<file path="src/hw/rtl/bstp_pkg.sv">
// Shared types, sizes and 3x3 pattern tables for the skeleton thinning pass.
// Used by bstp_front, bstp_back and binary_skeleton_thinning_pass_core.
package bstp_pkg;

    localparam int MAX_WIDTH  = 1024;
    localparam int MAX_HEIGHT = 1024;
    localparam int COL_W      = $clog2(MAX_WIDTH);
    localparam int ROW_W      = $clog2(MAX_HEIGHT + 3);
    localparam int DIM_W      = 11;
    localparam int GRAY_W     = 8;
    localparam int CNT_W      = 21;
    localparam int IDX_W      = 2;
    localparam int MID_DEPTH  = 4;
    localparam int MID_PTR_W  = $clog2(MID_DEPTH);
    localparam int OUT_DEPTH  = 2;
    localparam int OUT_PTR_W  = $clog2(OUT_DEPTH);
    localparam int COND_COUNT   = 40;
    localparam int UNCOND_COUNT = 26;

    localparam logic [DIM_W-1:0]  RST_WIDTH  = DIM_W'(512);
    localparam logic [DIM_W-1:0]  RST_HEIGHT = DIM_W'(512);
    localparam logic [GRAY_W-1:0] RST_THRESH = GRAY_W'(128);

    typedef enum logic [IDX_W-1:0] {
        REG_WIDTH  = 2'd0,
        REG_HEIGHT = 2'd1,
        REG_THRESH = 2'd2
    } t_reg_idx;

    // One classified request from the front to the back.
    typedef struct packed {
        logic             adv;    // request advances the stream position
        logic             pix;    // binarized pixel at the new position
        logic             int_m;  // mark center is interior
        logic             int_t;  // output center is interior
        logic             outv;   // request yields an output pixel
        logic             last;   // request yields the frame's last pixel
        logic [COL_W-1:0] col;    // line buffer address of this position
        logic [COL_W-1:0] ncol;   // line buffer address of the next position
    } t_fe_entry;

    typedef struct packed {
        logic             valid;
        logic             pixel;
        logic             last;
        logic [CNT_W-1:0] erased;
    } t_result;

    // Window bit order: top-left first, MSB.
    localparam logic [8:0] COND_PAT [COND_COUNT] = '{
        9'b010011000, 9'b010110000, 9'b000110010, 9'b000011010,
        9'b001011001, 9'b111010000, 9'b100110100, 9'b000010111,
        9'b111011000, 9'b011011001, 9'b111110000, 9'b110110100,
        9'b100110110, 9'b000110111, 9'b000011111, 9'b001011011,
        9'b111011001, 9'b111110100, 9'b100110111, 9'b001011111,
        9'b011011011, 9'b111111000, 9'b110110110, 9'b000111111,
        9'b111011011, 9'b011011111, 9'b111111100, 9'b111111001,
        9'b111110110, 9'b110110111, 9'b100111111, 9'b001111111,
        9'b111011111, 9'b111111101, 9'b111110111, 9'b101111111,
        9'b111111011, 9'b111111110, 9'b110111111, 9'b011111111
    };

    localparam logic [8:0] UNC_CARE [UNCOND_COUNT] = '{
        9'b111111111, 9'b111111111, 9'b111111111, 9'b111111111,
        9'b111111111, 9'b111111111, 9'b111111111, 9'b111111111,
        9'b111111111, 9'b111111111, 9'b111111111, 9'b111111111,
        9'b110110000, 9'b000011011,
        9'b010111000, 9'b010110010, 9'b000111010, 9'b010011010,
        9'b101010000, 9'b100010100, 9'b000010101, 9'b001010001,
        9'b011111110, 9'b110111011, 9'b011111110, 9'b110111011
    };

    localparam logic [8:0] UNC_VAL [UNCOND_COUNT] = '{
        9'b000010001, 9'b000010100, 9'b001010000, 9'b100010000,
        9'b000010010, 9'b000011000, 9'b000110000, 9'b010010000,
        9'b010011000, 9'b010110000, 9'b000011010, 9'b000110010,
        9'b110110000, 9'b000011011,
        9'b010111000, 9'b010110010, 9'b000111010, 9'b010011010,
        9'b101010000, 9'b100010100, 9'b000010101, 9'b001010001,
        9'b010011100, 9'b010110001, 9'b001110010, 9'b100011010
    };

    // Positions of which at least one must be set.
    localparam logic [8:0] UNC_ANY [UNCOND_COUNT] = '{
        9'b000000000, 9'b000000000, 9'b000000000, 9'b000000000,
        9'b000000000, 9'b000000000, 9'b000000000, 9'b000000000,
        9'b000000000, 9'b000000000, 9'b000000000, 9'b000000000,
        9'b000000000, 9'b000000000,
        9'b000000000, 9'b000000000, 9'b000000000, 9'b000000000,
        9'b000000111, 9'b001001001, 9'b111000000, 9'b100100100,
        9'b000000000, 9'b000000000, 9'b000000000, 9'b000000000
    };

    function automatic logic cond_hit(input logic [8:0] w);
        logic hit;
        hit = 1'b0;
        for (int p = 0; p < COND_COUNT; p++) begin
            if (w == COND_PAT[p]) hit = 1'b1;
        end
        return hit;
    endfunction

    function automatic logic uncond_hit(input logic [8:0] w);
        logic hit;
        hit = 1'b0;
        for (int p = 0; p < UNCOND_COUNT; p++) begin
            if (((w & UNC_CARE[p]) == UNC_VAL[p]) &&
                ((UNC_ANY[p] == 9'b0) || ((w & UNC_ANY[p]) != 9'b0))) hit = 1'b1;
        end
        return hit;
    endfunction

endpackage

</file>
<file path="src/hw/rtl/bstp_back.sv">
// Back part: line buffer memory, image and mark windows, pattern matching,
// erase counting and the result queue. Depends on bstp_pkg.
module bstp_back (
    input  logic                  i_clk,
    input  logic                  i_rst_n,
    input  logic                  i_ent_vld,
    input  bstp_pkg::t_fe_entry   i_ent,
    output logic                  o_ent_take,
    output logic                  empty,
    input  logic                  pop,
    output bstp_pkg::t_result     o_res
);

    // Entry bits: {image two rows up, image one row up, mark two up, mark one up}
    logic [3:0] r_line [bstp_pkg::MAX_WIDTH];
    logic [3:0] r_rd;
    logic [2:0] r_ia, r_ib, r_ma, r_mb;
    logic [bstp_pkg::CNT_W-1:0] r_erased;

    bstp_pkg::t_result r_oq [bstp_pkg::OUT_DEPTH];
    logic [bstp_pkg::OUT_PTR_W-1:0] r_owp, r_orp;
    logic [bstp_pkg::OUT_PTR_W:0]   r_ocnt;

    logic [2:0] icol, mcol;
    logic [8:0] iwin, mwin;
    logic       mk, erase, do_pop;
    logic [bstp_pkg::CNT_W-1:0] cnt_next;
    bstp_pkg::t_result res;

    always_comb begin
        o_ent_take = i_ent_vld && (r_ocnt != (bstp_pkg::OUT_PTR_W+1)'(bstp_pkg::OUT_DEPTH));
        icol = {r_rd[3], r_rd[2], i_ent.pix};
        iwin = {r_ia[2], r_ib[2], icol[2], r_ia[1], r_ib[1], icol[1],
                r_ia[0], r_ib[0], icol[0]};
        mk   = i_ent.int_m && bstp_pkg::cond_hit(iwin);
        mcol = {r_rd[1], r_rd[0], mk};
        mwin = {r_ma[2], r_mb[2], mcol[2], r_ma[1], r_mb[1], mcol[1],
                r_ma[0], r_mb[0], mcol[0]};
        erase    = i_ent.adv && i_ent.int_t && r_mb[1] && !bstp_pkg::uncond_hit(mwin);
        cnt_next = r_erased + bstp_pkg::CNT_W'(erase);

        res.valid  = i_ent.adv && i_ent.outv;
        res.pixel  = res.valid && r_ia[2] && !erase;
        res.last   = res.valid && i_ent.last;
        res.erased = cnt_next;
        do_pop     = pop && !empty;
    end

    always_ff @(posedge i_clk) begin
        if (o_ent_take && i_ent.adv) begin
            r_line[i_ent.col] <= {r_rd[2], i_ent.pix, r_rd[0], mk};
            r_rd <= r_line[i_ent.ncol];
            r_ia <= r_ib;
            r_ib <= icol;
            r_ma <= r_mb;
            r_mb <= mcol;
        end
    end

    always_ff @(posedge i_clk) begin
        if (!i_rst_n) begin
            r_erased <= '0;
        end else if (o_ent_take && i_ent.adv) begin
            r_erased <= res.last ? '0 : cnt_next;
        end
    end

    always_ff @(posedge i_clk) begin
        if (o_ent_take) r_oq[r_owp] <= res;
    end

    always_ff @(posedge i_clk) begin
        if (!i_rst_n) begin
            r_owp  <= '0;
            r_orp  <= '0;
            r_ocnt <= '0;
        end else begin
            if (o_ent_take) r_owp <= r_owp + 1'b1;
            if (do_pop) r_orp <= r_orp + 1'b1;
            r_ocnt <= r_ocnt + (bstp_pkg::OUT_PTR_W+1)'(o_ent_take)
                             - (bstp_pkg::OUT_PTR_W+1)'(do_pop);
        end
    end

    assign empty = (r_ocnt == '0);
    assign o_res = r_oq[r_orp];

    a_ocnt_bound: assert property (@(posedge i_clk) disable iff (!i_rst_n)
        r_ocnt <= (bstp_pkg::OUT_PTR_W+1)'(bstp_pkg::OUT_DEPTH))
        else $error("result queue overflow");
    a_last_clears: assert property (@(posedge i_clk) disable iff (!i_rst_n)
        (o_ent_take && res.last) |=> (r_erased == '0))
        else $error("erase count not cleared after frame end");
    a_addr_differ: assert property (@(posedge i_clk) disable iff (!i_rst_n)
        (o_ent_take && i_ent.adv) |-> (i_ent.col != i_ent.ncol))
        else $error("line buffer read and write collide");

endmodule

</file>
<file path="config.mk">
export PLATFORM = sky130hd
export DESIGN_NAME = bstp_back
export DESIGN_NICKNAME = d
export VERILOG_FILES = /design/src/hw/rtl/bstp_pkg.sv /design/src/hw/rtl/bstp_back.sv
export SDC_FILE = /design/constraint.sdc
export NUM_CORES = 2
export LEC_CHECK = 0
export BUFFER_PORTS_ARGS = -buffer_cell sky130_fd_sc_hd__buf_4
export CAP_MARGIN = 20
export CORE_MARGIN = 5
export CORE_UTILIZATION = 40
export CTS_CLUSTER_SIZE = 10
export DETAILED_ROUTE_END_ITERATION = 8
export PLACE_DENSITY = 0.55
export SLEW_MARGIN = 25
export SYNTH_ARGS = -nofsm -noshare
export SYNTH_HDL_FRONTEND = slang
export SYNTH_MEMORY_MAX_BITS = 65536
export SYNTH_SLANG_ARGS = --single-unit
</file>
<file path="constraint.sdc">
create_clock -name i_clk -period 30.4 [get_ports i_clk]
set_input_delay 3.04 -clock i_clk [delete_from_list [all_inputs] [get_ports i_clk]]
set_output_delay 3.04 -clock i_clk [all_outputs]
set_load 0.005 [all_outputs]
</file>
* Word-level counts from Yosys, hierarchy flattened *
Memories as Yosys holds them, arrays and structs flattened. A register that Yosys moved wholly into a read port is not among the register bits.
Cells that the tools add are included.

word-level totals
  logic and storage cells = 178
  output and inout bits = 26
  register bits = 37
  memory bits (writable) = 4144
  memories kept = 2

memory list
  name    depth  bits a word  read ports  clocked after Yosys merged registers in  write ports  line             RTL
  r_line  1024   4            1           1                                        1            bstp_back.sv:15  logic [3:0] r_line [bstp_pkg::MAX_WIDTH];
  r_oq    2      24           1           1                                        1            bstp_back.sv:20  bstp_pkg::t_result r_oq [bstp_pkg::OUT_DEPTH];

cells by class
  equal/unequal tests = 67
  multiplexer cells = 73
  reductions and logical operators = 23
  $add $sub $neg = 5

operators by type and width
  operator                                                         count
  9-bit == test, second input constant                             25
  9-bit by 8-bit == test with 1-bit output, second input constant  9
  9-bit by 5-bit == test with 1-bit output, second input constant  8
  1-bit two-way mux                                                72
  9-bit by 6-bit == test with 1-bit output, second input constant  5
  9-bit by 7-bit == test with 1-bit output, second input constant  5
  9-bit nonzero test                                               4
  4-bit == test, second input constant                             6
  21-bit by 1-bit adder with 21-bit output                         1
  21-bit two-way mux                                               1
  1-bit logical AND                                                15
  7-bit by 6-bit == test with 1-bit output, second input constant  2
  7-bit == test, second input constant                             2
  3-bit == test, second input constant                             4
  1-bit logical NOT                                                3
  1-bit adder, second input constant                               2
  2-bit by 1-bit adder with 2-bit output                           1
  2-bit logical NOT                                                1
  2-bit != test, second input constant                             1
  2-bit by 1-bit subtractor with 2-bit output                      1

* Depth between registers and ports, before layout *
  word-level depth = 73
  depth in mapped cells = 20

* Worst setup path before layout *
OpenSTA, ideal clock, no wires.

  path type = flip-flop to flip-flop
  start = reg r_rd[2] (read register of r_line)
  end = reg r_erased[20] (netlist name)
  data required time = 30335 ps
  path buffers = 0
  data arrival time = 28399 ps
  cell stages (with the launch flop) = 20
  setup slack = 1935 ps
  cells stage by stage = edfxtp_1 > a21boi_0 > o21ai_0 > nand4_1 > a221o_1 > or2_2 > inv_1 > nor2_1 > or4_1 > nor2_1 > ha_1 > ha_1 > and3_1 > nand3_1 > nor4_1 > nand3_1 > nor2_1 > xor2_1 > a22oi_1 > nor2b_1

on the way
  word-level cells in the longest chain between the ends = 73

ends and longest elaborated chain
  what                                        line             RTL
  start: declaration                          bstp_back.sv:16  logic [3:0] r_rd;
  9-bit by 8-bit == test with 1-bit output    bstp_pkg.sv:98   if (w == COND_PAT[p]) hit = 1'b1;
  1-bit two-way mux (39 in a row)             bstp_pkg.sv:98
  1-bit two-way mux *                         bstp_pkg.sv:98
  1-bit logical AND *                         bstp_back.sv:35  mk = i_ent.int_m && bstp_pkg::cond_hit(iwin);
  named net mk                                bstp_back.sv:26  logic mk, erase, do_pop;
  9-bit by 5-bit == test with 1-bit output    bstp_pkg.sv:107  if (((w & UNC_CARE[p]) == UNC_VAL[p]) &&
  1-bit two-way mux (25 in a row)             bstp_pkg.sv:107
  1-bit two-way mux *                         bstp_pkg.sv:107
  1-bit logical NOT *                         bstp_back.sv:39  erase = i_ent.adv && i_ent.int_t && r_mb[1] && !bstp_pkg::uncond_hit(mwin);
  1-bit logical AND *                         bstp_back.sv:39
  21-bit by 1-bit adder with 21-bit output *  bstp_back.sv:40  cnt_next = r_erased + bstp_pkg::CNT_W'(erase);
  named net cnt_next (one bit)                bstp_back.sv:27  logic [bstp_pkg::CNT_W-1:0] cnt_next;
  21-bit two-way mux *                        bstp_back.sv:64  r_erased <= res.last ? '0 : cnt_next;
  end signal: assignment                      bstp_back.sv:64
  end: declaration                            bstp_back.sv:18  logic [bstp_pkg::CNT_W-1:0] r_erased;

Mark *: on every way through the listed nets, which the timed path passes. The rest lies on a longest branch.
A chain may end at the register's enable or synchronous reset.

==> summary.md <==
The logs give 225 for the pin count of the biggest net entering global routing and 7 for the detailed-router iteration count before antenna repair. The tools report the count of vias placed by the detailed router as 88.0k. In this run the horizontal extent of the chip is 655 µm. The number of buffer and inverter instances along the worst setup path is 7.

The run gives 506,000 µm as the total wirelength of the detailed-routed design. On the critical path the largest part of the delay comes from buffers and inverters. The path with the worst hold slack has its endpoint at r_ia[1]. The number of primary I/O pins is 56, and the total number of placement rows is 236. Counting every sink on the clock net gives 4,186. The flip-flop cell with the highest count after synthesis is sky130_fd_sc_hd__edfxtp_1. Counting tap cells, the placed design contains a total of 13.8k instances. Counting flops with a built-in enable in the synthesized netlist gives 4,160. The logs give 5 for the H-tree level count and 8,715 for the number of nets in the synthesized netlist. Counting cells, the worst reg-to-reg path comes to 12. For this run the aggregate overflow at the end of global routing stands at 0.

The ratio of total power to cell area works out to 64.9 nW/µm². The starting density of the core came out at 0.402. For this run, the number of Yosys warnings is 0.

The internal portion of total power is 9.39 mW. After synthesis the netlist holds a flip-flop and latch count of 4,186. In this design, the critical path's most frequently occurring cell is sky130_fd_sc_hd__buf_4. Class of the worst hold path: register to register. For the maximum buffer depth of the clock tree, the log shows 4. The critical path is of the input port to register type. Walking the worst path, the cells encountered are buf_16 -> buf_12 -> buf_4 -> buf_4 -> buf_4 -> buf_4 -> buf_4 -> mux2i_1 -> o221ai_1 -> o22ai_1 -> o21ai_0 -> o21ai_0 -> or4_1 -> o41a_1 -> o221ai_1.

The largest single stage delay on the critical path is 0.82 ns. The logs give 89.0k for the via count of the first global-routing pass and 0.174 for the worst slew margin relative to its limit. The run gives 23.83 ns as the reg2reg setup slack. The initial antenna violation count is 53, and the signal arrival time at the worst endpoint is 10.51 ns.

The proportion of total power due to net switching was 0.222. Among all cell types in the netlist, the one instantiated most often is sky130_fd_sc_hd__edfxtp_1. The max-slew violation total from the final report was 0; the area growth from synthesis to layout was 11.8%. The cell type with the highest aggregate area in the netlist is sky130_fd_sc_hd__edfxtp_1. The startpoint identified for the worst hold timing path is r_ib[1]. The final RePlAce weighted congestion was 0.832.

The run gives 0.059 as the combinational fraction of design power. The flow ran to the end, and the final reports show no timing, DRC or antenna violations. After routing the design area is 186,000 µm². The first global-routing pass estimated 705,000 µm of wire. The buffer cell driving the clock tree root was sky130_fd_sc_hd__clkbuf_16.

Overall track demand over capacity in global routing: 0.232. The die footprint was 429,000 µm². The worst register-to-register path ends at r_line[122][0]. The register area share after synthesis was 0.755; the maximum fanout encountered on the critical timing path was 78. The startpoint identified for the worst register-to-register timing path is r_rd[2].

The synthesized area per cell was 19.1 µm². The analysis attributes to net switching a power of 2.67 mW. After synthesis, the cell types taking the most area are sky130_fd_sc_hd__edfxtp_1 (75%), sky130_fd_sc_hd__mux4_2 (12%), sky130_fd_sc_hd__mux2i_1 (2.7%). The synthesized netlist occupies a cell area of 166,000 µm².

Clock-pin slew was measured on the worst setup and hold paths at 0.05 ns. The worst path in the final design needs a cycle of 9.71 ns, including I/O delays and setup. At the pin with the least slew margin, the transition time is 1.23 ns. The share of cells above drive strength 1 works out to 0.205. The count of input and output buffers is 55, and the die height is 655 µm. In the final routed layout, each cell accounts on average for 35.1 µm. The distinct cell type count after synthesis was 77; the total of max-cap violations was 0.

The hold buffer count at cts came out at 0. The HPWL after detailed placement is 303,000 µm. The logs give 0 for the count of final hold-check violations and 414,000 µm² for the area of the core region. The area fraction of the dominant cell type after synthesis was 0.751. The latest clock arrival within the worst-skew pair came out at 1.01 ns. Summed over all cells, the static leakage comes to 57.0 nW.

The final total negative setup slack was 0 ns. Along the worst hold path, the cell count comes to 0. The achievable clock frequency came out at 0.103 GHz. By count the netlist is led by sky130_fd_sc_hd__edfxtp_1 (4,160), sky130_fd_sc_hd__nor2_1 (1,127), sky130_fd_sc_hd__mux4_2 (862), sky130_fd_sc_hd__mux2i_1 (449), sky130_fd_sc_hd__clkbuf_1 (361). In the routed design, unresolved DRC markers number 0.

The clock arrives with 0.0853 ns of skew. The largest individual stage delay along the critical path comes from the cell sky130_fd_sc_hd__buf_4. The worst-case IR drop observed on VDD is 0.0484 mV. The synthesized instance count is 8,681, and the post-detailed-route via-to-cell ratio is 6.09. The run gives 34.7k as the number of fillers in the final layout. After detailed placement, the total cell area comes to 173,000 µm². The count of cells in the finished layout, fillers not included, comes to 14.4k. TritonCTS built the clock tree. The portion of the clock cycle consumed by the worst path in the final layout works out to 0.319.

Critical path launch point type: an input port. The async set-or-reset flop fraction in the synthesized netlist is 0, and the worst endpoint required time is 31.19 ns. The worst hold slack is 0.463 ns.

Endpoint class of the critical path: a register. At the end of the flow, the number of nets in the layout was 8,876. For the number of buffers added by the clock tree synthesis step, the log shows 465.

The detail route stage leaves a number of antenna-violating nets equal to 0. Setup violations remaining at the end of the flow were counted as 0. The logs give 0 for the count of buffers added by post-CTS timing repair for setup and 0.533 for the power share of the sequential group.

The logs give 0.408 for the clock power share and 11.0k for the initial detailed-routing violation count. Setup repair after global routing left no endpoint under its margin. Gates resized during post-CTS repair numbered 0.
## how the worst max path moves through the flow
| stage | endpoint | cells after the start | start |
|---|---|---|---|
| final | r_rd[2] | 15 | i_ent[0] |
| after CTS | r_rd[2] | 15 | i_ent[0] |
| after detailed placement | r_rd[2] | 15 | i_ent[0] |
| after global placement | r_rd[2] | 15 | i_ent[0] |
| after floorplan | r_erased[20] | 19 | r_rd[2] |
| after global routing | r_rd[2] | 15 | i_ent[0] |
## power by group through the flow
stage	clock, mW	combinational, mW	sequential, mW
final	4.92	0.718	6.43
after CTS	4.98	0.717	6.43
after floorplan	0	0.357	6.69
after global placement	0	0.701	6.54
after global routing	5.22	0.751	6.42
after detailed placement	0	0.716	6.55
## cells by family (layout without fill, tap and decap cells)
| logic type | Yosys count | in the layout | share of synthesized area |
|---|---|---|---|
| DFF | 4186 | 4186 | 0.755 |
| and+or+nand+nor | 1677 | 1677 | 0.0425 |
| muxes | 1357 | 1357 | 0.147 |
| AOI/OAI and AO/OA | 793 | 793 | 0.0333 |
| buffers and inverters | 642 | 909 | 0.0207 |
| xor gates and xnor gates | 22 | 22 | 0.00116 |
| adders and majority gates | 4 | 4 | 0.000301 |
| other | 0 | 20 | 0 |
## metal layers
| metal | up-vias | GRT usage | share of wire |
|---|---|---|---|
| li1 | 35400 | - | - |
| met1 | 47000 | 0.318 | 0.39 |
| met2 | 4616 | 0.369 | 0.47 |
| met3 | 894 | 0.0431 | 0.089 |
| met4 | 16 | 0.0903 | 0.045 |
| met5 | - | 0 | 0.00020 |
## area by class of cell
type	count	area, µm²	share of cell area
tap	5474	6850	0.0368
clock buffer	534	12000	0.0646
timing repair buffer	318	2780	0.0150
sequential	4186	125000	0.675
antenna	20	50.0	0.000269
multi-input combinational	3853	38100	0.205
clock inverter	39	578	0.00311
inverter	18	90.1	0.000485
## sequential cells by signal, indices dropped and copies added (netlist names), named ones only
| signal | cells |
|---|---|
| r_owp | 1 |
| r_ma | 3 |
| r_ocnt | 2 |
| r_ib | 3 |
| r_orp | 1 |
| r_ia | 3 |
| r_rd | 4 |
| r_erased | 21 |
| r_line | 4096 |
| r_oq | 48 |
| r_mb | 3 |
## placed cells by master (no fill, tap or decap), types with 20 or more instances in the layout
cell type / count
sky130_fd_sc_hd__clkbuf_16: 470
sky130_fd_sc_hd__nor4_1: 28
sky130_fd_sc_hd__nand3_1: 57
sky130_fd_sc_hd__mux4_2: 862
sky130_fd_sc_hd__a221oi_1: 32
sky130_fd_sc_hd__a21oi_1: 144
sky130_fd_sc_hd__a22o_1: 22
sky130_fd_sc_hd__a211oi_1: 38
sky130_fd_sc_hd__mux2_2: 41
sky130_fd_sc_hd__buf_4: 283
sky130_fd_sc_hd__dfxtp_1: 25
sky130_fd_sc_hd__clkbuf_1: 63
sky130_fd_sc_hd__edfxtp_1: 4160
sky130_fd_sc_hd__diode_2: 20
sky130_fd_sc_hd__nand2_1: 188
sky130_fd_sc_hd__nor2_1: 1118
sky130_fd_sc_hd__nor2b_1: 36
sky130_fd_sc_hd__nand3_4: 32
sky130_fd_sc_hd__mux2i_1: 449
sky130_fd_sc_hd__o21ai_0: 96
sky130_fd_sc_hd__nor3_1: 66
sky130_fd_sc_hd__a22oi_1: 91
sky130_fd_sc_hd__o22ai_1: 94
sky130_fd_sc_hd__o221ai_1: 158
sky130_fd_sc_hd__and2_1: 21
## stage by stage
stage / total power [mW] / setup WS, ns / util
after CTS: 12.1 / 20.67 / 0.449
after global placement: 7.25 / 19.65 / 0.418
after detailed placement: 7.26 / 19.62 / 0.418
after floorplan: 7.04 / 1.94 / -
after global routing: 12.4 / 20.24 / 0.449
final: 12.1 / 20.69 / 0.449
Note: power is estimated with default switching activity, not from simulation.
