--- config.mk ---
export PLATFORM = sky130hd
export DESIGN_NAME = bstp_front
export DESIGN_NICKNAME = d
export VERILOG_FILES = /design/src/hw/rtl/bstp_pkg.sv /design/src/hw/rtl/bstp_front.sv
export SDC_FILE = /design/constraint.sdc
export NUM_CORES = 1
export LEC_CHECK = 0
export BUFFER_PORTS_ARGS = -buffer_cell sky130_fd_sc_hd__buf_2
export CORE_MARGIN = 2
export CORE_UTILIZATION = 25
export CTS_BUF_LIST = sky130_fd_sc_hd__clkbuf_8
export CTS_CLUSTER_DIAMETER = 60
export DETAILED_ROUTE_END_ITERATION = 12
export GPL_TIMING_DRIVEN = 0
export PLACE_DENSITY = 0.43
export SLEW_MARGIN = 20
export SYNTH_ARGS = -nofsm -noshare
export SYNTH_HDL_FRONTEND = slang
export SYNTH_SLANG_ARGS = --single-unit
--- constraint.sdc ---
create_clock -name i_clk -period 6 [get_ports i_clk]
set_clock_uncertainty 0.05 [all_clocks]
set_input_delay 1.2 -clock i_clk [delete_from_list [all_inputs] [get_ports i_clk]]
set_output_delay 1.2 -clock i_clk [all_outputs]
set_load 0.005 [all_outputs]
--- src/hw/rtl/bstp_pkg.sv ---
// Shared types, sizes and 3x3 pattern tables for the skeleton thinning pass.
// Used by bstp_front, bstp_back and binary_skeleton_thinning_pass_core.
package bstp_pkg;

    localparam int MAX_WIDTH  = 1024;
    localparam int MAX_HEIGHT = 1024;
    localparam int COL_W      = $clog2(MAX_WIDTH);
    localparam int ROW_W      = $clog2(MAX_HEIGHT + 3);
    localparam int DIM_W      = 11;
    localparam int GRAY_W     = 8;
    localparam int CNT_W      = 21;
    localparam int IDX_W      = 2;
    localparam int MID_DEPTH  = 4;
    localparam int MID_PTR_W  = $clog2(MID_DEPTH);
    localparam int OUT_DEPTH  = 2;
    localparam int OUT_PTR_W  = $clog2(OUT_DEPTH);
    localparam int COND_COUNT   = 40;
    localparam int UNCOND_COUNT = 26;

    localparam logic [DIM_W-1:0]  RST_WIDTH  = DIM_W'(512);
    localparam logic [DIM_W-1:0]  RST_HEIGHT = DIM_W'(512);
    localparam logic [GRAY_W-1:0] RST_THRESH = GRAY_W'(128);

    typedef enum logic [IDX_W-1:0] {
        REG_WIDTH  = 2'd0,
        REG_HEIGHT = 2'd1,
        REG_THRESH = 2'd2
    } t_reg_idx;

    // One classified request from the front to the back.
    typedef struct packed {
        logic             adv;    // request advances the stream position
        logic             pix;    // binarized pixel at the new position
        logic             int_m;  // mark center is interior
        logic             int_t;  // output center is interior
        logic             outv;   // request yields an output pixel
        logic             last;   // request yields the frame's last pixel
        logic [COL_W-1:0] col;    // line buffer address of this position
        logic [COL_W-1:0] ncol;   // line buffer address of the next position
    } t_fe_entry;

    typedef struct packed {
        logic             valid;
        logic             pixel;
        logic             last;
        logic [CNT_W-1:0] erased;
    } t_result;

    // Window bit order: top-left first, MSB.
    localparam logic [8:0] COND_PAT [COND_COUNT] = '{
        9'b010011000, 9'b010110000, 9'b000110010, 9'b000011010,
        9'b001011001, 9'b111010000, 9'b100110100, 9'b000010111,
        9'b111011000, 9'b011011001, 9'b111110000, 9'b110110100,
        9'b100110110, 9'b000110111, 9'b000011111, 9'b001011011,
        9'b111011001, 9'b111110100, 9'b100110111, 9'b001011111,
        9'b011011011, 9'b111111000, 9'b110110110, 9'b000111111,
        9'b111011011, 9'b011011111, 9'b111111100, 9'b111111001,
        9'b111110110, 9'b110110111, 9'b100111111, 9'b001111111,
        9'b111011111, 9'b111111101, 9'b111110111, 9'b101111111,
        9'b111111011, 9'b111111110, 9'b110111111, 9'b011111111
    };

    localparam logic [8:0] UNC_CARE [UNCOND_COUNT] = '{
        9'b111111111, 9'b111111111, 9'b111111111, 9'b111111111,
        9'b111111111, 9'b111111111, 9'b111111111, 9'b111111111,
        9'b111111111, 9'b111111111, 9'b111111111, 9'b111111111,
        9'b110110000, 9'b000011011,
        9'b010111000, 9'b010110010, 9'b000111010, 9'b010011010,
        9'b101010000, 9'b100010100, 9'b000010101, 9'b001010001,
        9'b011111110, 9'b110111011, 9'b011111110, 9'b110111011
    };

    localparam logic [8:0] UNC_VAL [UNCOND_COUNT] = '{
        9'b000010001, 9'b000010100, 9'b001010000, 9'b100010000,
        9'b000010010, 9'b000011000, 9'b000110000, 9'b010010000,
        9'b010011000, 9'b010110000, 9'b000011010, 9'b000110010,
        9'b110110000, 9'b000011011,
        9'b010111000, 9'b010110010, 9'b000111010, 9'b010011010,
        9'b101010000, 9'b100010100, 9'b000010101, 9'b001010001,
        9'b010011100, 9'b010110001, 9'b001110010, 9'b100011010
    };

    // Positions of which at least one must be set.
    localparam logic [8:0] UNC_ANY [UNCOND_COUNT] = '{
        9'b000000000, 9'b000000000, 9'b000000000, 9'b000000000,
        9'b000000000, 9'b000000000, 9'b000000000, 9'b000000000,
        9'b000000000, 9'b000000000, 9'b000000000, 9'b000000000,
        9'b000000000, 9'b000000000,
        9'b000000000, 9'b000000000, 9'b000000000, 9'b000000000,
        9'b000000111, 9'b001001001, 9'b111000000, 9'b100100100,
        9'b000000000, 9'b000000000, 9'b000000000, 9'b000000000
    };

    function automatic logic cond_hit(input logic [8:0] w);
        logic hit;
        hit = 1'b0;
        for (int p = 0; p < COND_COUNT; p++) begin
            if (w == COND_PAT[p]) hit = 1'b1;
        end
        return hit;
    endfunction

    function automatic logic uncond_hit(input logic [8:0] w);
        logic hit;
        hit = 1'b0;
        for (int p = 0; p < UNCOND_COUNT; p++) begin
            if (((w & UNC_CARE[p]) == UNC_VAL[p]) &&
                ((UNC_ANY[p] == 9'b0) || ((w & UNC_ANY[p]) != 9'b0))) hit = 1'b1;
        end
        return hit;
    endfunction

endpackage

--- src/hw/rtl/bstp_front.sv ---
// Front part: configuration registers, stream position tracking, request
// classification and the short queue toward the back. Depends on bstp_pkg.
module bstp_front (
    input  logic                          i_clk,
    input  logic                          i_rst_n,
    input  logic                          i_cfg_we,
    input  logic [bstp_pkg::IDX_W-1:0]    i_cfg_idx,
    input  logic [bstp_pkg::DIM_W-1:0]    i_cfg_data,
    input  logic                          push,
    output logic                          full,
    input  logic                          i_kind,
    input  logic [bstp_pkg::GRAY_W-1:0]   i_gray,
    output logic                          o_ent_vld,
    output bstp_pkg::t_fe_entry           o_ent,
    input  logic                          i_ent_take
);

    logic [bstp_pkg::DIM_W-1:0]  r_cfg_w, r_cfg_h;
    logic [bstp_pkg::GRAY_W-1:0] r_thresh;
    logic                        r_active;
    logic [bstp_pkg::DIM_W-1:0]  r_w, r_h;
    logic [bstp_pkg::COL_W-1:0]  r_col;
    logic [bstp_pkg::ROW_W-1:0]  r_row;

    bstp_pkg::t_fe_entry r_q [bstp_pkg::MID_DEPTH];
    logic [bstp_pkg::MID_PTR_W-1:0] r_wp, r_rp;
    logic [bstp_pkg::MID_PTR_W:0]   r_cnt;

    logic [bstp_pkg::DIM_W-1:0] clamp_w, clamp_h, eff_w, eff_h;
    logic [bstp_pkg::COL_W-1:0] eff_wm1;
    logic [bstp_pkg::ROW_W-1:0] h_m1, h_p1, h_p2;
    logic                       accept, in_frame, adv, last, col_end;
    logic [bstp_pkg::COL_W-1:0] n_col;
    logic [bstp_pkg::ROW_W-1:0] n_row;
    bstp_pkg::t_fe_entry        ent;

    always_comb begin
        if (r_cfg_w < bstp_pkg::DIM_W'(3)) clamp_w = bstp_pkg::DIM_W'(3);
        else if (r_cfg_w > bstp_pkg::DIM_W'(bstp_pkg::MAX_WIDTH))
            clamp_w = bstp_pkg::DIM_W'(bstp_pkg::MAX_WIDTH);
        else clamp_w = r_cfg_w;
        if (r_cfg_h < bstp_pkg::DIM_W'(3)) clamp_h = bstp_pkg::DIM_W'(3);
        else if (r_cfg_h > bstp_pkg::DIM_W'(bstp_pkg::MAX_HEIGHT))
            clamp_h = bstp_pkg::DIM_W'(bstp_pkg::MAX_HEIGHT);
        else clamp_h = r_cfg_h;

        eff_w   = r_active ? r_w : clamp_w;
        eff_h   = r_active ? r_h : clamp_h;
        eff_wm1 = bstp_pkg::COL_W'(eff_w - 1'b1);
        h_m1    = bstp_pkg::ROW_W'(eff_h) - 1'b1;
        h_p1    = bstp_pkg::ROW_W'(eff_h) + 1'b1;
        h_p2    = bstp_pkg::ROW_W'(eff_h) + 2'd2;

        full     = (r_cnt == (bstp_pkg::MID_PTR_W+1)'(bstp_pkg::MID_DEPTH));
        accept   = push && !full;
        in_frame = (r_row < bstp_pkg::ROW_W'(eff_h));
        adv      = r_active ? !(in_frame && i_kind) : !i_kind;
        last     = (r_row == h_p2) && (r_col == bstp_pkg::COL_W'(1));
        col_end  = (r_col == eff_wm1);

        n_col = (last || col_end) ? '0 : r_col + 1'b1;
        n_row = last ? '0 : (col_end ? r_row + 1'b1 : r_row);

        ent.adv   = adv;
        ent.pix   = in_frame && !i_kind && (i_gray >= r_thresh);
        ent.int_m = (r_col >= bstp_pkg::COL_W'(2)) && (r_row >= bstp_pkg::ROW_W'(2)) &&
                    (r_row <= h_m1);
        ent.int_t = ((r_col == '0) && (r_row >= bstp_pkg::ROW_W'(4)) && (r_row <= h_p1)) ||
                    ((r_col >= bstp_pkg::COL_W'(3)) && (r_row >= bstp_pkg::ROW_W'(3)) &&
                     (r_row <= bstp_pkg::ROW_W'(eff_h)));
        ent.outv  = (r_row >= bstp_pkg::ROW_W'(3)) ||
                    ((r_row == bstp_pkg::ROW_W'(2)) && (r_col >= bstp_pkg::COL_W'(2)));
        ent.last  = last;
        ent.col   = r_col;
        ent.ncol  = n_col;
    end

    always_ff @(posedge i_clk) begin
        if (!i_rst_n) begin
            r_cfg_w  <= bstp_pkg::RST_WIDTH;
            r_cfg_h  <= bstp_pkg::RST_HEIGHT;
            r_thresh <= bstp_pkg::RST_THRESH;
        end else if (i_cfg_we) begin
            unique case (i_cfg_idx)
                bstp_pkg::REG_WIDTH:  r_cfg_w  <= i_cfg_data;
                bstp_pkg::REG_HEIGHT: r_cfg_h  <= i_cfg_data;
                bstp_pkg::REG_THRESH: r_thresh <= i_cfg_data[bstp_pkg::GRAY_W-1:0];
                default: ;
            endcase
        end
    end

    // Latch frame size at the first pixel; sizes hold for the whole frame.
    always_ff @(posedge i_clk) begin
        if (!i_rst_n) begin
            r_active <= 1'b0;
            r_col    <= '0;
            r_row    <= '0;
            r_w      <= bstp_pkg::DIM_W'(3);
            r_h      <= bstp_pkg::DIM_W'(3);
        end else if (accept && adv) begin
            if (!r_active) begin
                r_w <= clamp_w;
                r_h <= clamp_h;
            end
            r_active <= !last;
            r_col    <= n_col;
            r_row    <= n_row;
        end
    end

    always_ff @(posedge i_clk) begin
        if (accept) r_q[r_wp] <= ent;
    end

    always_ff @(posedge i_clk) begin
        if (!i_rst_n) begin
            r_wp  <= '0;
            r_rp  <= '0;
            r_cnt <= '0;
        end else begin
            if (accept) r_wp <= r_wp + 1'b1;
            if (i_ent_take) r_rp <= r_rp + 1'b1;
            r_cnt <= r_cnt + (bstp_pkg::MID_PTR_W+1)'(accept)
                           - (bstp_pkg::MID_PTR_W+1)'(i_ent_take);
        end
    end

    assign o_ent_vld = (r_cnt != '0);
    assign o_ent     = r_q[r_rp];

    a_cnt_bound: assert property (@(posedge i_clk) disable iff (!i_rst_n)
        r_cnt <= (bstp_pkg::MID_PTR_W+1)'(bstp_pkg::MID_DEPTH))
        else $error("front queue overflow");
    a_idle_zero: assert property (@(posedge i_clk) disable iff (!i_rst_n)
        !r_active |-> (r_col == '0 && r_row == '0))
        else $error("position not cleared while idle");
    a_col_range: assert property (@(posedge i_clk) disable iff (!i_rst_n)
        r_active |-> (r_col <= bstp_pkg::COL_W'(r_w - 1'b1)))
        else $error("column beyond frame width");

endmodule

Yosys cells after proc, flatten, opt, wreduce, memory -nomap -nowiden
Memory sizes are Yosys's and may differ from the RTL's. A register that Yosys moved wholly into a read port is not among the register bits.
Cells that the tools add are included.
{ "totals": {"reg_bits": 81, "latchBits": 0, "ram_bits": 104, "romBits": 0, "in_bits": 27, "output_inout_bits": 28, "word_cells": 85, "memories": 1} }
{ "mem_list": {"columns": ["memory", "depth", "word_bits", "rd", "rd_clocked_by_memory_dff", "write_ports", "line", "text"], "rows": [
  ["r_q", 4, 26, 1, 1, 1, "bstp_front.sv:25", "bstp_pkg::t_fe_entry r_q [bstp_pkg::MID_DEPTH];"]
]} }
{ "op_classes": {"add_sub_neg": 10, "mul": 0, "div_mod_pow": 0, "order_cmp": 14, "n_eq_ne": 7, "shift": 0, "n_mux": 14, "bitwise_logic": 0, "reduce_logical": 28} }
{ "op_table": {"columns": ["cell", "n"], "rows": [
  ["$mux W11", 8],
  ["$le A11 B11 Y1", 3],
  ["$add A11 B1 Y11 const B", 2],
  ["$ge A11 B2 Y1 const B", 2],
  ["$gt A11 B11 Y1 const B", 2],
  ["$lt A11 B2 Y1 const B", 2],
  ["$ge A10 B2 Y1 const B", 2],
  ["$logic_and A1 B1 Y1", 13],
  ["$add A11 B2 Y11 const B", 1],
  ["$eq A11 B11 Y1", 1],
  ["$eq A11 B2 Y1 const B", 1],
  ["$ge A11 B3 Y1 const B", 1],
  ["$lt A11 B11 Y1", 1],
  ["$sub A11 B1 Y11 const B", 1],
  ["$add A10 B1 Y10 const B", 1],
  ["$eq A10 B1 Y1 const B", 1],
  ["$eq A10 B10 Y1", 1],
  ["$logic_not A10 Y1", 1],
  ["$mux W10", 1],
  ["$sub A10 B1 Y10 const B", 1],
  ["$ge A8 B8 Y1", 1],
  ["$reduce_and A2 Y1", 4],
  ["$add A2 B1 Y2 const B", 2],
  ["$logic_not A1 Y1", 4],
  ["11 further kinds", 16]
]} }

Depth between registers and ports, before layout
{ "logic_depth": {"word_depth": 10, "mapped_depth": 20, "ltp_nobuf": 16} }

Worst setup path after synthesis
Ideal clock, no wire load.
{ "synth_path": {"path_type": "register -> register", "startpoint": "reg r_active", "endpoint": "mem r_q[0][22] in the netlist's numbering (data pin)", "setup_ps": 185, "t_arrival_ps": 3923, "required_ps": 5765, "slack_ps": 1842, "stages_incl_launch_ff": 21, "n_path_buf": 6, "synth_period_minus_slack_ps": 4158, "cell_sequence": "dfxtp_1 -> buf_2 -> buf_4 -> buf_2 -> buf_2 -> buf_2 -> buf_2 -> nor3_1 -> a21oi_1 -> inv_1 -> ha_1 -> xor2_1 -> ha_1 -> o21a_1 -> o21a_1 -> o21a_1 -> o21a_1 -> o21ai_0 -> a21oi_1 -> o311a_1 -> o22ai_1"} }
{ "synth_rtl": {"columns": ["item", "line", "text"], "rows": [
  ["start, declared", "bstp_front.sv:20", "logic r_active;"],
  ["start signal, assigned", "bstp_front.sv:106", "r_active <= !last;"],
  ["end, declared", "bstp_front.sv:25", null]
]} }

Final worst setup path
{ "layout_path": {"startpoint": "reg r_active", "endpoint": "reg r_row[1] in the netlist's numbering"} }
{ "layout_between": {"elab_chain_cells": 7, "elab_cells_between_ends": 15, "cone_classes": "2 x add/sub; 1 x order compare; 2 x eq/ne; 4 x mux; 6 x reduce/logical"} }
{ "layout_lines": {"columns": ["item", "line", "text"], "rows": [
  ["$mux W11 (*)", null, null],
  ["net eff_h (one bit)", "bstp_front.sv:29", "logic [bstp_pkg::DIM_W-1:0] clamp_w, clamp_h, eff_w, eff_h;"],
  ["parallel branches: the longest is 6 deep, another holds $add A11 B2 Y11", null, null],
  ["end signal, assigned", "bstp_front.sv:108", "r_row <= n_row;"],
  ["end, declared", "bstp_front.sv:23", "logic [bstp_pkg::ROW_W-1:0] r_row;"]
]} }
Mark *: on every way through the listed nets, which the timed path passes.
A chain may end at the register's enable or synchronous reset.

==> metrics.md <==
| Metric | Value |
|---|---|
| DRT Wirelength | 28,460 µm |
| Final nets | 1,113 |
| Final Hold Fails | 0 |
| Placement Rows | 73 |
| Worst Tran Pin Value | 0.9944 ns |
| Reg2reg setup slack | 0.62 ns |
| Final min period | 5.376 ns |
| Most frequent cell after synthesis | edfxtp_1 |
| Initial antenna violation count | 0 |
| Dpl cells | 1,537 |
| Max-slew headroom | 33.71% |
| Drt drc | 0 |
| WHS Path Cells | 2 |
| Iteration-0 DRC Markers | 505 |
| P_sw | 0.9741 mW |
| CP arrival | 5.72 ns |
| Max capacitance violation total | 0 |
| Total power | 3.125 mW |
| Hold/Removal Path Class | flip-flop to flip-flop |
| Fin area | 0.01160 mm² |
| Pre-antenna DRT Iters | 5 |
| Synth warnings | 0 |
| Die Area | 0.04226 mm² |
| Worst skew pair latency | 0.47 ns |
| Vias in the first global route | 7,635 |
| DIE WIDTH | 205.6 µm |
| Place WS | 0.3383 ns |
| CP Launch Type | flip-flop |
| GRT Resource Usage Total | 13.92% |
| FILL cells | 4,149 |
| Setup WS post-layout | 0.6240 ns |
| DP Area | 0.01118 mm² |
| Logic pwr share | 23.0% |
| Achievable Freq | 0.1860 GHz |
| RR Endpoint | r_row[1] |
| WS Path Type | flip-flop to flip-flop |
| PwrDens | 269.5 mW/mm² |
| Post-synth net total | 1,036 |
| Mapped Cells | 954 |
| Ys flop type | edfxtp_1 |
| Sw Ratio | 31.17% |
| Critical Path Start | r_active |
| Worst-path fanout max | 11 |
| Outcome | complete, no violations |
| Share of layout cells above drive strength 1 | 14.85% |
| Clock power share | 28.9% |
| Synth cell count leaders | 104 x edfxtp_1, 97 x nand2_1, 82 x dfxtp_1, 76 x nor2_1, 54 x ha_1 |
| # setup viols final | 0 |
| DP HPWL | 21,060 µm |
| DR vias/cell | 4.838 |
| Sequential share of power | 48.1% |
| Setup TNS | 0 ns |
| Final period utilization | 89.60% |
| RSZ-0062 raised after global routing | false |
| Synthesized area | 0.01016 mm² |
| Syn Area/Cell | 10.65 µm² |
| Clock transition at path regs | 0.11 ns |
| Final Non-Filler Cells | 1,569 |
| VDD IR max | 0.1341 mV |
| Largest cells by area after synthesis | edfxtp_1 31%, dfxtp_1 16%, ha_1 6.7%, mux4_2 5.8%, nand2_1 3.6% |
| Worst R2R Path Depth | 20 |
| # IOs | 55 |
| Post-DRT Antenna Nets | 0 |
| Async SR Flop Fraction | 0% |
| Initial Util | 25.45% |
| EDFF count, synth | 104 |
| Routability cong. | 0.8060 |
| Crit Reg-Reg Startpoint | r_active |
| Port Buf Inserts | 54 |
| Remaining Overflow, GRT | 0 |
| Seq/Total Area, Yosys | 46.91% |
| Area delta synth->final | 14.18% |
| Global-route wire length before repair | 44,930 µm |
| Final Max Slew Viols | 0 |
| Dominant cell type by area after synthesis | edfxtp_1 |
| WP data required | 6.34 ns |
| Crit path capture type | flip-flop |
| Total CTS buffers | 17 |
| Endpoint of the worst hold path | r_w[8] |
| Routed WL per cell | 18.14 µm |
| Number of antenna diodes | 0 |
| Yosys reg bits | 186 |
| Pleak | 4.142 nW |
| Hold buffer count at cts | 0 |
| Die height | 205.6 µm |
| CTS H-tree lvls | 4 |
| Min-delay src | r_w[8] |
| Largest net degree at the start of global routing | 26 |
| Sink Count | 186 |
| Clk buf depth | 2 |
| Core area | 0.03991 mm² |
| Top cell type's share of synthesized area | 30.75% |
| CTS tree | yes |
| Vias | 7,591 |
| CTS root buf | clkbuf_8 |
| Cell Int Power | 2.151 mW |
| Netlist cell types | 82 |
==> cells by family (layout without fill, tap and decap cells) <==
family	after synthesis	count (layout)	synth area share, %
AO/OA/AOI/OAI	181	181	12.32
XOR/XNOR	52	52	4.558
adder cells (fa/ha/maj)	56	56	6.948
buffers and inverters	90	180	3.658
flip-flops	186	186	46.91
multiplexers	54	54	8.561
AND/OR/NAND/NOR	335	335	17.05
==> critical path, stage by stage (launching register included) <==
cell and delay, ns:
dfxtp_1 0.32, buf_2 0.20, buf_4 0.22, buf_2 0.26, buf_2 0.31, buf_2 0.27, buf_2 0.29, nor3_1 0.11
a21oi_2 0.50, inv_1 0.15, ha_1 0.21, nor2b_1 0.12, o31ai_1 0.09, a21oi_1 0.14, maj3_1 0.22, and4_1 0.27
o21a_1 0.17, clkbuf_1 0.39, clkbuf_1 0.53, nand3_1 0.20, o32ai_1 0.25
==> state kept, by name (all words and copies together) (netlist names), named ones only <==
signal,cells
r_q,104
r_cfg_h,11
r_cfg_w,11
r_h,11
r_row,11
r_col,10
r_w,10
r_thresh,8
r_cnt,3
r_rp,2
r_wp,2
r_active,1
==> worst max path at each step <==
stage / to / slack [ns]
floorplan: r_q[0][22] / 1.84
global placement: r_row[1] / 0.30
detailed placement: r_row[1] / 0.34
CTS: r_row[1] / 0.30
global route: r_row[1] / 0.14
finish: r_row[1] / 0.62
==> cell type report <==
cell class / count / area (µm²) / share of cell area (%)
multi-input cells: 678 / 5030 / 43.37
flip-flops and latches: 186 / 4765 / 41.08
inverters: 32 / 120.1 / 1.036
clock inverters: 15 / 182.7 / 1.575
repair buffers: 58 / 357.8 / 3.086
clock buffers: 17 / 234.0 / 2.017
plain buffers: 58 / 251.5 / 2.169
well taps: 525 / 656.9 / 5.664
==> power groups by stage <==
stage / combinational [mW] / clock [mW] / sequential [mW]
floorplan: 0.484 / 0 / 1.52
global placement: 0.705 / 0 / 1.53
detailed placement: 0.728 / 0 / 1.53
CTS: 0.732 / 0.930 / 1.50
global route: 0.809 / 0.975 / 1.51
finish: 0.720 / 0.903 / 1.50
==> placed cells by master (no fill, tap or decap), types with 5 or more instances in the layout <==
cell        n
a211oi_1   11
a21o_1      8
a21oi_1    40
a31oi_1    10
and2_1     10
and3_1     13
and4b_1     6
buf_1       7
buf_2      63
clkbuf_1   38
clkbuf_8   17
dfxtp_1    82
edfxtp_1  104
ha_1       54
inv_1      32
inv_8       5
mux2i_1    27
mux4_2     26
nand2_1    97
nand2b_1    5
nand3_1    29
nand4_1    12
nor2_1     76
nor2b_1     7
nor3_1     22
nor3b_1     5
nor4_1     12
o211ai_1    9
o21a_1     16
o21ai_0    32
or3_1       7
xnor2_1    39
xor2_1     12
==> metrics by stage <==
| stage | utilization, % | hold slack (ns) |
|---|---|---|
| floorplan | - | 0.3867 |
| global placement | 27.77 | 0.4008 |
| detailed placement | 28.00 | 0.4066 |
| CTS | 29.05 | 0.4212 |
| global route | 29.06 | 0.4661 |
| finish | 29.06 | 0.4241 |
==> routing by layer <==
metal	global-route usage [%]	wire length, µm
met5	0	0
met4	2.801	297
met3	2.423	874
met2	23.36	13430
met1	18.79	13860
==> what timing repair did <==
item,in CTS,in global routing
resized for setup,0,1
setup endpoints to repair,0,17
setup buffers,0,0
(Power assumes the default switching activity.)
